$ cat config.mk
export PLATFORM = sky130hd
export DESIGN_NAME = json_string_unescape_to_utf8_core_flat
export DESIGN_NICKNAME = d
export VERILOG_FILES = /design/src/rtl/jsu_pkg.sv /design/src/rtl/jsu_in_if.sv /design/src/rtl/jsu_out_if.sv /design/src/rtl/json_string_unescape_to_utf8_core.sv /design/src/flat_wrapper.sv
export SDC_FILE = /design/constraint.sdc
export NUM_CORES = 1
export LEC_CHECK = 0
export BUFFER_PORTS_ARGS = -buffer_cell sky130_fd_sc_hd__buf_2
export CELL_PAD_IN_SITES_DETAIL_PLACEMENT = 1
export CELL_PAD_IN_SITES_GLOBAL_PLACEMENT = 1
export CORE_MARGIN = 8
export CORE_UTILIZATION = 30
export CTS_CLUSTER_SIZE = 28
export DETAILED_ROUTE_END_ITERATION = 7
export PLACE_DENSITY_LB_ADDON = 0.1
export REMOVE_ABC_BUFFERS = 1
export SLEW_MARGIN = 40
export SYNTH_ARGS = -nofsm -noshare
export SYNTH_HDL_FRONTEND = slang
export SYNTH_SLANG_ARGS = --single-unit
$ cat constraint.sdc
create_clock -name clk -period 3.8 [get_ports clk]
set_clock_uncertainty 0.1 [all_clocks]
set_input_delay 0 -clock clk [delete_from_list [all_inputs] [get_ports clk]]
set_output_delay 0 -clock clk [all_outputs]
set_load 0.01 [all_outputs]
$ cat src/rtl/jsu_pkg.sv
// ----------------------------------------------------------------------------
// jsu_pkg: shared types and helpers for the JSON string unescaper
// Stage codes, error codes, result beat layout and the UTF-8 encode helpers.
// ----------------------------------------------------------------------------
package jsu_pkg;

  typedef enum logic [2:0] {
    ST_PLAIN   = 3'd0,
    ST_ESC     = 3'd1,
    ST_HEX1    = 3'd2,
    ST_NEED_BS = 3'd3,
    ST_NEED_U  = 3'd4,
    ST_HEX2    = 3'd5,
    ST_CLOSED  = 3'd6
  } stage_t;

  typedef enum logic [2:0] {
    ERR_NONE         = 3'd0,
    ERR_BAD_HEX      = 3'd1,
    ERR_BAD_SURR     = 3'd2,
    ERR_LINE_BREAK   = 3'd3,
    ERR_UNTERMINATED = 3'd4
  } err_t;

  localparam logic [7:0] CH_QUOTE  = 8'h22;
  localparam logic [7:0] CH_BSLASH = 8'h5C;
  localparam logic [7:0] CH_SLASH  = 8'h2F;
  localparam logic [7:0] CH_CR     = 8'h0D;
  localparam logic [7:0] CH_LF     = 8'h0A;
  localparam logic [7:0] CH_TAB    = 8'h09;
  localparam logic [7:0] CH_FF     = 8'h0C;
  localparam logic [7:0] CH_BS     = 8'h08;
  localparam logic [7:0] CH_R      = 8'h72;
  localparam logic [7:0] CH_N      = 8'h6E;
  localparam logic [7:0] CH_T      = 8'h74;
  localparam logic [7:0] CH_F      = 8'h66;
  localparam logic [7:0] CH_B      = 8'h62;
  localparam logic [7:0] CH_U      = 8'h75;

  localparam logic [15:0] SURR_HI_FIRST = 16'hD800;
  localparam logic [15:0] SURR_HI_LAST  = 16'hDBFF;
  localparam logic [15:0] SURR_LO_FIRST = 16'hDC00;
  localparam logic [15:0] SURR_LO_LAST  = 16'hDFFF;
  localparam logic [20:0] SUPP_BASE     = 21'h10000;

  localparam int unsigned MAX_BEATS = 4;

  typedef struct packed {
    logic [7:0] out_byte;
    logic       byte_valid;
    logic       string_done;
    logic [2:0] error_code;
    logic       last_of_run;
  } result_t;

  typedef struct packed {
    result_t [MAX_BEATS-1:0] item;
    logic [2:0]              cnt;
  } burst_t;

  typedef struct packed {
    logic       ok;
    logic [3:0] v;
  } hex_t;

  typedef struct packed {
    burst_t b;
    stage_t st;
    logic   clear;
  } plain_t;

  // Decode one ASCII hex digit
  function automatic hex_t hex_value(logic [7:0] c);
    hex_t h;
    h = '0;
    if (c inside {[8'h30:8'h39]}) begin
      h.ok = 1'b1;
      h.v  = 4'(c - 8'h30);
    end else if (c inside {[8'h61:8'h66]}) begin
      h.ok = 1'b1;
      h.v  = 4'(c - 8'h57);
    end else if (c inside {[8'h41:8'h46]}) begin
      h.ok = 1'b1;
      h.v  = 4'(c - 8'h37);
    end
    return h;
  endfunction

  // Append one result beat to a burst
  function automatic burst_t push(burst_t b, logic [7:0] by, logic bv, logic dn, err_t e);
    burst_t  r;
    result_t x;
    r             = b;
    x.out_byte    = by;
    x.byte_valid  = bv;
    x.string_done = dn;
    x.error_code  = e;
    x.last_of_run = 1'b0;
    if (b.cnt < 3'(MAX_BEATS)) begin
      r.item[b.cnt[1:0]] = x;
      r.cnt              = b.cnt + 3'd1;
    end
    return r;
  endfunction

  // Append the UTF-8 form of a code point
  function automatic burst_t encode(burst_t b, logic [20:0] cp);
    burst_t r;
    r = b;
    if (cp <= 21'h7F) begin
      r = push(r, cp[7:0], 1'b1, 1'b0, ERR_NONE);
    end else if (cp <= 21'h7FF) begin
      r = push(r, {3'b110, cp[10:6]}, 1'b1, 1'b0, ERR_NONE);
      r = push(r, {2'b10, cp[5:0]}, 1'b1, 1'b0, ERR_NONE);
    end else if (cp <= 21'hFFFF) begin
      r = push(r, {4'hE, cp[15:12]}, 1'b1, 1'b0, ERR_NONE);
      r = push(r, {2'b10, cp[11:6]}, 1'b1, 1'b0, ERR_NONE);
      r = push(r, {2'b10, cp[5:0]}, 1'b1, 1'b0, ERR_NONE);
    end else begin
      r = push(r, {5'b11110, cp[20:18]}, 1'b1, 1'b0, ERR_NONE);
      r = push(r, {2'b10, cp[17:12]}, 1'b1, 1'b0, ERR_NONE);
      r = push(r, {2'b10, cp[11:6]}, 1'b1, 1'b0, ERR_NONE);
      r = push(r, {2'b10, cp[5:0]}, 1'b1, 1'b0, ERR_NONE);
    end
    return r;
  endfunction

  // Handle a byte of ordinary string text
  function automatic plain_t plain_byte(burst_t b, logic [7:0] c);
    plain_t p;
    p.b     = b;
    p.st    = ST_PLAIN;
    p.clear = 1'b0;
    if (c == CH_QUOTE) begin
      p.b     = push(b, 8'h00, 1'b0, 1'b1, ERR_NONE);
      p.st    = ST_CLOSED;
      p.clear = 1'b1;
    end else if (c == CH_BSLASH) begin
      p.st = ST_ESC;
    end else if (c inside {CH_CR, CH_LF}) begin
      p.b     = push(b, 8'h00, 1'b0, 1'b0, ERR_LINE_BREAK);
      p.st    = ST_CLOSED;
      p.clear = 1'b1;
    end else begin
      p.b = push(b, c, 1'b1, 1'b0, ERR_NONE);
    end
    return p;
  endfunction

endpackage

$ cat src/rtl/jsu_in_if.sv
// ----------------------------------------------------------------------------
// jsu_in_if: raw byte channel into the unescaper
// Valid/ready channel carrying one string-body byte or an end marker per beat.
// ----------------------------------------------------------------------------
interface jsu_in_if;
  logic       valid;
  logic       ready;
  logic [7:0] in_byte;
  logic       stream_end;

  modport source (output valid, output in_byte, output stream_end, input ready);
  modport sink   (input valid, input in_byte, input stream_end, output ready);
endinterface

$ cat src/rtl/jsu_out_if.sv
// ----------------------------------------------------------------------------
// jsu_out_if: decoded result channel out of the unescaper
// Valid/ready channel carrying one decoded byte or one status event per beat.
// ----------------------------------------------------------------------------
interface jsu_out_if;
  logic       valid;
  logic       ready;
  logic [7:0] out_byte;
  logic       byte_valid;
  logic       string_done;
  logic [2:0] error_code;
  logic       last_of_run;

  modport source (output valid, output out_byte, output byte_valid, output string_done,
                  output error_code, output last_of_run, input ready);
  modport sink   (input valid, input out_byte, input byte_valid, input string_done,
                  input error_code, input last_of_run, output ready);
endinterface

$ cat src/rtl/json_string_unescape_to_utf8_core.sv
// ----------------------------------------------------------------------------
// json_string_unescape_to_utf8_core: JSON string body to UTF-8 decoder
// Decodes escapes and \u surrogate pairs byte by byte, reports done/errors.
// ----------------------------------------------------------------------------
// Usage:
//   in_ch  takes one raw byte of the string body per beat, starting after the
//          opening quote; stream_end set marks the end of input.
//   out_ch gives one beat per decoded UTF-8 byte or status event (closing
//          quote or error); last_of_run marks the final beat of an input beat.
// Latency: the first result of an input beat is offered on the cycle after
//   it is taken. An input beat yields 0 to 4 result beats, which leave one
//   per cycle while out_ch.ready is high, from a four-entry burst register.
// Throughput: one input beat per cycle while each gives at most one result
//   and out_ch.ready is high; a beat giving more results holds the input
//   off until its last result beat leaves through the single result port
//   draining the burst register.
// Reset: the decoder returns to plain text and pending results are dropped.
// Stall: while out_ch.ready is low the burst holds; a new input beat is taken
//   only once the burst is empty or its last beat leaves in that cycle.
// ----------------------------------------------------------------------------
module json_string_unescape_to_utf8_core
  import jsu_pkg::*;
(
  input  logic      clk,
  input  logic      rst_n,
  jsu_in_if.sink    in_ch,
  jsu_out_if.source out_ch
);

  stage_t      stage_r, stage_nxt;
  logic [15:0] acc_r, acc_nxt;
  logic [1:0]  dcnt_r, dcnt_nxt;
  logic [9:0]  saved_r, saved_nxt;

  result_t [MAX_BEATS-1:0] items_r;
  logic [2:0]              cnt_r;

  burst_t      bst;
  plain_t      pr;
  hex_t        hv;
  logic [15:0] acc_sh;
  logic [20:0] supp_cp;
  logic [1:0]  lidx;
  logic [7:0]  b;
  logic        take, pop;

  assign b    = in_ch.in_byte;
  assign take = in_ch.valid && in_ch.ready;
  assign pop  = out_ch.valid && out_ch.ready;

  // Accept while the burst is empty or draining its last beat
  assign in_ch.ready = (cnt_r == 3'd0) || (cnt_r == 3'd1 && out_ch.ready);

  // Present the head of the burst
  assign out_ch.valid       = (cnt_r != 3'd0);
  assign out_ch.out_byte    = items_r[0].out_byte;
  assign out_ch.byte_valid  = items_r[0].byte_valid;
  assign out_ch.string_done = items_r[0].string_done;
  assign out_ch.error_code  = items_r[0].error_code;
  assign out_ch.last_of_run = items_r[0].last_of_run;

  // Decode one input beat into a burst and the next decoder state
  always_comb begin
    bst       = '0;
    stage_nxt = stage_r;
    acc_nxt   = acc_r;
    dcnt_nxt  = dcnt_r;
    saved_nxt = saved_r;
    hv        = hex_value(b);
    acc_sh    = {acc_r[11:0], hv.v};
    supp_cp   = {1'b0, saved_r, acc_sh[9:0]} + SUPP_BASE;
    pr        = plain_byte('0, b);
    lidx      = '0;

    if (in_ch.stream_end) begin
      if (stage_r != ST_CLOSED) begin
        bst       = push(bst, 8'h00, 1'b0, 1'b0, ERR_UNTERMINATED);
        stage_nxt = ST_CLOSED;
        acc_nxt   = '0;
        dcnt_nxt  = '0;
        saved_nxt = '0;
      end
    end else begin
      case (stage_r)
        ST_ESC: begin
          stage_nxt = ST_PLAIN;
          case (b)
            CH_R:      bst = push(bst, CH_CR, 1'b1, 1'b0, ERR_NONE);
            CH_N:      bst = push(bst, CH_LF, 1'b1, 1'b0, ERR_NONE);
            CH_T:      bst = push(bst, CH_TAB, 1'b1, 1'b0, ERR_NONE);
            CH_F:      bst = push(bst, CH_FF, 1'b1, 1'b0, ERR_NONE);
            CH_QUOTE:  bst = push(bst, CH_QUOTE, 1'b1, 1'b0, ERR_NONE);
            CH_BSLASH: bst = push(bst, CH_BSLASH, 1'b1, 1'b0, ERR_NONE);
            CH_SLASH:  bst = push(bst, CH_SLASH, 1'b1, 1'b0, ERR_NONE);
            CH_B:      bst = push(bst, CH_BS, 1'b1, 1'b0, ERR_NONE);
            CH_U: begin
              stage_nxt = ST_HEX1;
              acc_nxt   = '0;
              dcnt_nxt  = '0;
              saved_nxt = '0;
            end
            default: begin
              // Unknown escape: emit the backslash, then treat the byte as text
              bst       = push(bst, CH_BSLASH, 1'b1, 1'b0, ERR_NONE);
              pr        = plain_byte(bst, b);
              bst       = pr.b;
              stage_nxt = pr.st;
              if (pr.clear) begin
                acc_nxt   = '0;
                dcnt_nxt  = '0;
                saved_nxt = '0;
              end
            end
          endcase
        end
        ST_HEX1, ST_HEX2: begin
          if (!hv.ok) begin
            bst       = push(bst, 8'h00, 1'b0, 1'b0, ERR_BAD_HEX);
            stage_nxt = ST_CLOSED;
            acc_nxt   = '0;
            dcnt_nxt  = '0;
            saved_nxt = '0;
          end else if (dcnt_r != 2'd3) begin
            acc_nxt  = acc_sh;
            dcnt_nxt = dcnt_r + 2'd1;
          end else if (stage_r == ST_HEX1) begin
            // First code unit complete
            acc_nxt  = '0;
            dcnt_nxt = '0;
            if (acc_sh inside {[SURR_HI_FIRST:SURR_HI_LAST]}) begin
              saved_nxt = acc_sh[9:0];
              stage_nxt = ST_NEED_BS;
            end else begin
              stage_nxt = ST_PLAIN;
              bst       = encode(bst, {5'b0, acc_sh});
            end
          end else begin
            // Low half of a surrogate pair complete
            acc_nxt   = '0;
            dcnt_nxt  = '0;
            saved_nxt = '0;
            if (acc_sh inside {[SURR_LO_FIRST:SURR_LO_LAST]}) begin
              stage_nxt = ST_PLAIN;
              bst       = encode(bst, supp_cp);
            end else begin
              stage_nxt = ST_CLOSED;
              bst       = push(bst, 8'h00, 1'b0, 1'b0, ERR_BAD_SURR);
            end
          end
        end
        ST_NEED_BS: begin
          if (b == CH_BSLASH) begin
            stage_nxt = ST_NEED_U;
          end else begin
            bst       = push(bst, 8'h00, 1'b0, 1'b0, ERR_BAD_SURR);
            stage_nxt = ST_CLOSED;
            acc_nxt   = '0;
            dcnt_nxt  = '0;
            saved_nxt = '0;
          end
        end
        ST_NEED_U: begin
          if (b == CH_U) begin
            stage_nxt = ST_HEX2;
            acc_nxt   = '0;
            dcnt_nxt  = '0;
          end else begin
            bst       = push(bst, 8'h00, 1'b0, 1'b0, ERR_BAD_SURR);
            stage_nxt = ST_CLOSED;
            acc_nxt   = '0;
            dcnt_nxt  = '0;
            saved_nxt = '0;
          end
        end
        default: begin
          bst       = pr.b;
          stage_nxt = pr.st;
          if (pr.clear) begin
            acc_nxt   = '0;
            dcnt_nxt  = '0;
            saved_nxt = '0;
          end
        end
      endcase
    end

    // Mark the final beat of the burst
    if (bst.cnt != 3'd0) begin
      lidx = 2'(bst.cnt - 3'd1);
      bst.item[lidx].last_of_run = 1'b1;
    end
  end

  // Advance decoder state on each accepted beat
  always_ff @(posedge clk) begin
    if (!rst_n) begin
      stage_r <= ST_PLAIN;
      acc_r   <= '0;
      dcnt_r  <= '0;
      saved_r <= '0;
    end else if (take) begin
      stage_r <= stage_nxt;
      acc_r   <= acc_nxt;
      dcnt_r  <= dcnt_nxt;
      saved_r <= saved_nxt;
    end
  end

  // Load a fresh burst or shift out the head beat
  always_ff @(posedge clk) begin
    if (!rst_n) begin
      cnt_r <= '0;
    end else if (take) begin
      cnt_r <= bst.cnt;
    end else if (pop) begin
      cnt_r <= cnt_r - 3'd1;
    end
  end

  always_ff @(posedge clk) begin
    if (take) begin
      items_r <= bst.item;
    end else if (pop) begin
      items_r <= {items_r[MAX_BEATS-1], items_r[MAX_BEATS-1:1]};
    end
  end

`ifndef NO_ASSERTIONS
  logic [1:0] tail_idx;
  assign tail_idx = 2'(cnt_r - 3'd1);

  a_take_only_when_drained: assert property (@(posedge clk) disable iff (!rst_n)
    take |-> (cnt_r == 3'd0 || (cnt_r == 3'd1 && pop)))
    else $error("input beat taken over a pending burst");

  a_burst_bounded: assert property (@(posedge clk) disable iff (!rst_n)
    cnt_r <= 3'(MAX_BEATS))
    else $error("burst count beyond capacity");

  a_tail_marked: assert property (@(posedge clk) disable iff (!rst_n)
    (cnt_r != 3'd0) |-> items_r[tail_idx].last_of_run)
    else $error("burst tail lacks last_of_run");

  a_event_no_byte: assert property (@(posedge clk) disable iff (!rst_n)
    (out_ch.valid && (out_ch.error_code != ERR_NONE || out_ch.string_done))
      |-> (!out_ch.byte_valid && out_ch.last_of_run))
    else $error("status beat carries a byte or is not last");

  a_closed_end_silent: assert property (@(posedge clk) disable iff (!rst_n)
    (take && in_ch.stream_end && stage_r == ST_CLOSED) |=> (cnt_r == 3'd0))
    else $error("end marker after close produced a result");
`endif

endmodule

$ cat src/flat_wrapper.sv
// flat-port wrapper written by rule: the top's interface ports become plain ports
module json_string_unescape_to_utf8_core_flat import jsu_pkg::*;
  (clk, rst_n, in_ch_valid, in_ch_in_byte, in_ch_stream_end, in_ch_ready, out_ch_valid, out_ch_out_byte, out_ch_byte_valid, out_ch_string_done, out_ch_error_code, out_ch_last_of_run, out_ch_ready);
  jsu_in_if in_ch_i ();
  jsu_out_if out_ch_i ();
  input  logic clk;
  input  logic rst_n;
  input wire logic [$bits(in_ch_i.valid)-1:0] in_ch_valid;
  input wire logic [$bits(in_ch_i.in_byte)-1:0] in_ch_in_byte;
  input wire logic [$bits(in_ch_i.stream_end)-1:0] in_ch_stream_end;
  output wire logic [$bits(in_ch_i.ready)-1:0] in_ch_ready;
  output wire logic [$bits(out_ch_i.valid)-1:0] out_ch_valid;
  output wire logic [$bits(out_ch_i.out_byte)-1:0] out_ch_out_byte;
  output wire logic [$bits(out_ch_i.byte_valid)-1:0] out_ch_byte_valid;
  output wire logic [$bits(out_ch_i.string_done)-1:0] out_ch_string_done;
  output wire logic [$bits(out_ch_i.error_code)-1:0] out_ch_error_code;
  output wire logic [$bits(out_ch_i.last_of_run)-1:0] out_ch_last_of_run;
  input wire logic [$bits(out_ch_i.ready)-1:0] out_ch_ready;
  assign in_ch_i.valid = in_ch_valid;
  assign in_ch_i.in_byte = in_ch_in_byte;
  assign in_ch_i.stream_end = in_ch_stream_end;
  assign in_ch_ready = in_ch_i.ready;
  assign out_ch_valid = out_ch_i.valid;
  assign out_ch_out_byte = out_ch_i.out_byte;
  assign out_ch_byte_valid = out_ch_i.byte_valid;
  assign out_ch_string_done = out_ch_i.string_done;
  assign out_ch_error_code = out_ch_i.error_code;
  assign out_ch_last_of_run = out_ch_i.last_of_run;
  assign out_ch_i.ready = out_ch_ready;
  json_string_unescape_to_utf8_core u_core (.clk(clk), .rst_n(rst_n), .in_ch(in_ch_i), .out_ch(out_ch_i));
endmodule
==> impl_metrics.py <==
metrics = {
    "outcome": {
        "outcome": "finished, final reports clean",
    },
    "layout": {
        "n_antenna_cell": 0,
        "layout_commonest_cell": "nand2_1",
        "syn2layout_area_growth_pct": 15.4,
        "fill_cells": 2034,
        "multi_input_area_sq_um": 3080,
        "final_nets": 678,
        "seqCellArea_sq_um": 1890,
        "layout_common_cells": "nand2_1 (82), nor2_1 (46), edfxtp_1 (43)",
        "layout-drive-gt1-share": 0.161,
    },
    "grt": {
        "grt_overflow": 0,
        "grt_pass1_vias": 5155,
        "use_met1": 0.268,
        "busiest_layer": "met2",
        "grtUsageMet2": 0.319,
        "grtUsageTotal": 0.200,
        "antenna_found_initial": 0,
        "grt_first_pass_wirelength_um": 33200,
        "grt_max_degree": 41,
        "use_met3": 0.0289,
    },
    "synthesis": {
        "yosys-top-cells-area": "edfxtp_1 (25%), dfxtp_1 (11%), nand2_1 (5.9%)",
        "syn_avg_cell_area_sq_um": 8.35,
        "ys_warn_count": 0,
        "synth-seq-area-share": 0.361,
        "synth-seq-cells": 73,
        "synth_top_area_share": 0.247,
        "syn_area_sq_um": 5240,
        "synth_edf_count": 43,
        "synthArstFlopShare": 0,
        "synth_cell_types": 80,
        "synth-main-ff-cell": "edfxtp_1",
        "yosysTopAreaCell": "edfxtp_1",
        "syn_inst": 627,
    },
    "routing": {
        "wl_per_cell_um": 24.6,
        "drc": 0,
        "drt_first_pass_iters": 5,
        "drt_iter0_markers": 368,
        "routed_via_density": 5.76,
        "routed_wl_um": 21700,
        "vias": 5090,
        "final_antenna_net_count": 0,
    },
    "floorplanning": {
        "core_area_sq_um": 17200,
        "boundaryPins": 29,
        "die_x_um": 148,
        "start_util": 0.305,
        "std_cell_rows": 48,
        "dieArea_sq_um": 21900,
        "fp.dieH_um": 148,
    },
    "sta": {
        "min_period_ns": 3.51,
        "rsz0062_at_grt": "false",
        "fin_tns_setup_ns": 0,
        "worst_pin_slew_ns": 0.847,
        "hold_violations": 0,
        "relSlewSlack": 0.434,
        "drv_slew": 0,
        "fin_crit_sh": 0.923,
        "finalSetupViolations": 0,
        "layout_setup_ws_ns": 0.291,
        "max_freq_mhz": 285,
    },
    "place": {
        "place_ws_ns": 0.0470,
        "gp_congestion": 0.931,
        "dp_hpwl_um": 16600,
        "io_buffers": 28,
    },
    "setup_path": {
        "worstPathRequired_ns": 3.78,
        "reg2reg_depth": 8,
        "crit_slowest_cell": "or4_1",
        "end_kind": "register",
        "critPathLaunchType": "register",
        "path_delay_family": "compound AO/OA/AOI/OAI gates",
        "crit_type": "register to register",
        "slowest_delay_ns": 0.61,
        "path_max_fanout": 8,
        "path_cells": "nand3_1, or4_1, a32o_2, o31a_1, nor2_4, mux2_2, o2111ai_1, o21ai_1",
        "cp.depth": 8,
        "crit_buf_inv": 0,
        "worstPathArrival_ns": 3.49,
    },
    "clock_network": {
        "cts_root_buffer": "clkbuf_16",
        "clkLatencyLatePin_ns": 0.35,
        "cts_buffer_depth": 2,
        "cts_tree": "built",
        "cts_made_buffers": 9,
        "postCtsResizedCells": 0,
        "clk_pin_slew_ns": 0.06,
        "cts_setup_buffers": 0,
        "numClockSinks": 73,
        "h-tree-depth": 3,
    },
    "run": {
        "maxCapViolations": 0,
    },
    "power_and_ir_drop": {
        "power_mw": 3.41,
        "power.density_nw_per_um2": 564,
        "cellLeakagePower_nw": 2.24,
        "max-vdd-ir-drop_mv": 0.262,
    },
    "min_path": {
        "hold_depth": 3,
        "hold_path.class": "input port to register",
    },
}
## synthesized netlist by cell type (13+ instances only)
library cell	count
o21ai_0	37
clkbuf_1	30
mux2i_1	13
a21boi_0	15
edfxtp_1	43
nand2b_1	13
a21oi_1	41
nand2_1	82
dfxtp_1	30
nand3_1	19
nor3_1	17
nor2_1	47
## sequential cells by signal, indices dropped and copies added (netlist names)
name and cells:
u_core.acc_r 12, u_core.cnt_r 3, u_core.dcnt_r 2, u_core.items_r 29, u_core.out_ch.byte_valid 1, u_core.out_ch.error_code 3, u_core.out_ch.last_of_run 1, u_core.out_ch.out_byte 8
u_core.out_ch.string_done 1, u_core.saved_r 10, u_core.stage_r 3
## tightest hold or removal path, stage by stage
cell     delay (ns)
buf_2          0.17
nand3_1        0.10
nand3_1        0.09
## per-layer routing
metal  vias up  share of wire
li1       2385              -
met1      2557           0.47
met2       117           0.46
met3        31          0.040
met4         0          0.029
met5         -              0
## layout make-up
class                      count  area share
multi-input combinational    492       0.509
sequential                    73       0.313
timing repair buffer          65      0.0700
tap                          225      0.0466
clock buffer                  10      0.0379
clock inverter                 6      0.0149
inverter                      13     0.00808
## stage by stage
stage / utilization / hold WS, ns / instances / cell area, sq um
after floorplan: - / 0.0161 / 578 / 5000
after global placement: 0.331 / 0.285 / 866 / 5690
after detailed placement: 0.332 / 0.296 / 866 / 5700
after CTS: 0.352 / 0.0143 / 884 / 6040
after global routing: 0.352 / 0.0715 / 884 / 6040
final: 0.352 / 0.0161 / 884 / 6040
## what timing repair did
item,4_1_cts,5_1_grt
hold buffers,2,0
hold endpoints to repair,2,0
endpoints found under the setup margin,0,0
## path summary, 6_finish.rpt
kind | start | end | slack [ns]
worst max register to register | u_core.acc_r[0]$_SDFFE_PN0P_ | u_core.items_r[23]$_DFFE_PP_ | 0.29
worst min register to register | u_core.dcnt_r[1]$_SDFFE_PN0P_ | u_core.dcnt_r[1]$_SDFFE_PN0P_ | 0.37
worst min-delay path | in_ch_in_byte[1] | u_core.items_r[21]$_DFFE_PP_ | 0.02
worst max-delay path | u_core.acc_r[0]$_SDFFE_PN0P_ | u_core.items_r[23]$_DFFE_PP_ | 0.29
## cells by family after synthesis
family	after synthesis	share of synthesized area
fa+ha+maj	11	0.0263
other cells	1	0.000716
simple gates	265	0.271
buf+inv	62	0.0547
compound gates	193	0.243
flops	73	0.361
mux	19	0.0378
xor+xnor	3	0.00502
## power breakdown
group / switching (mW) / internal (mW)
logic: 0.777 / 0.420
registers: 0.101 / 1.16
clock network: 0.375 / 0.578
No activity file was read; power rests on OpenSTA's default activity.
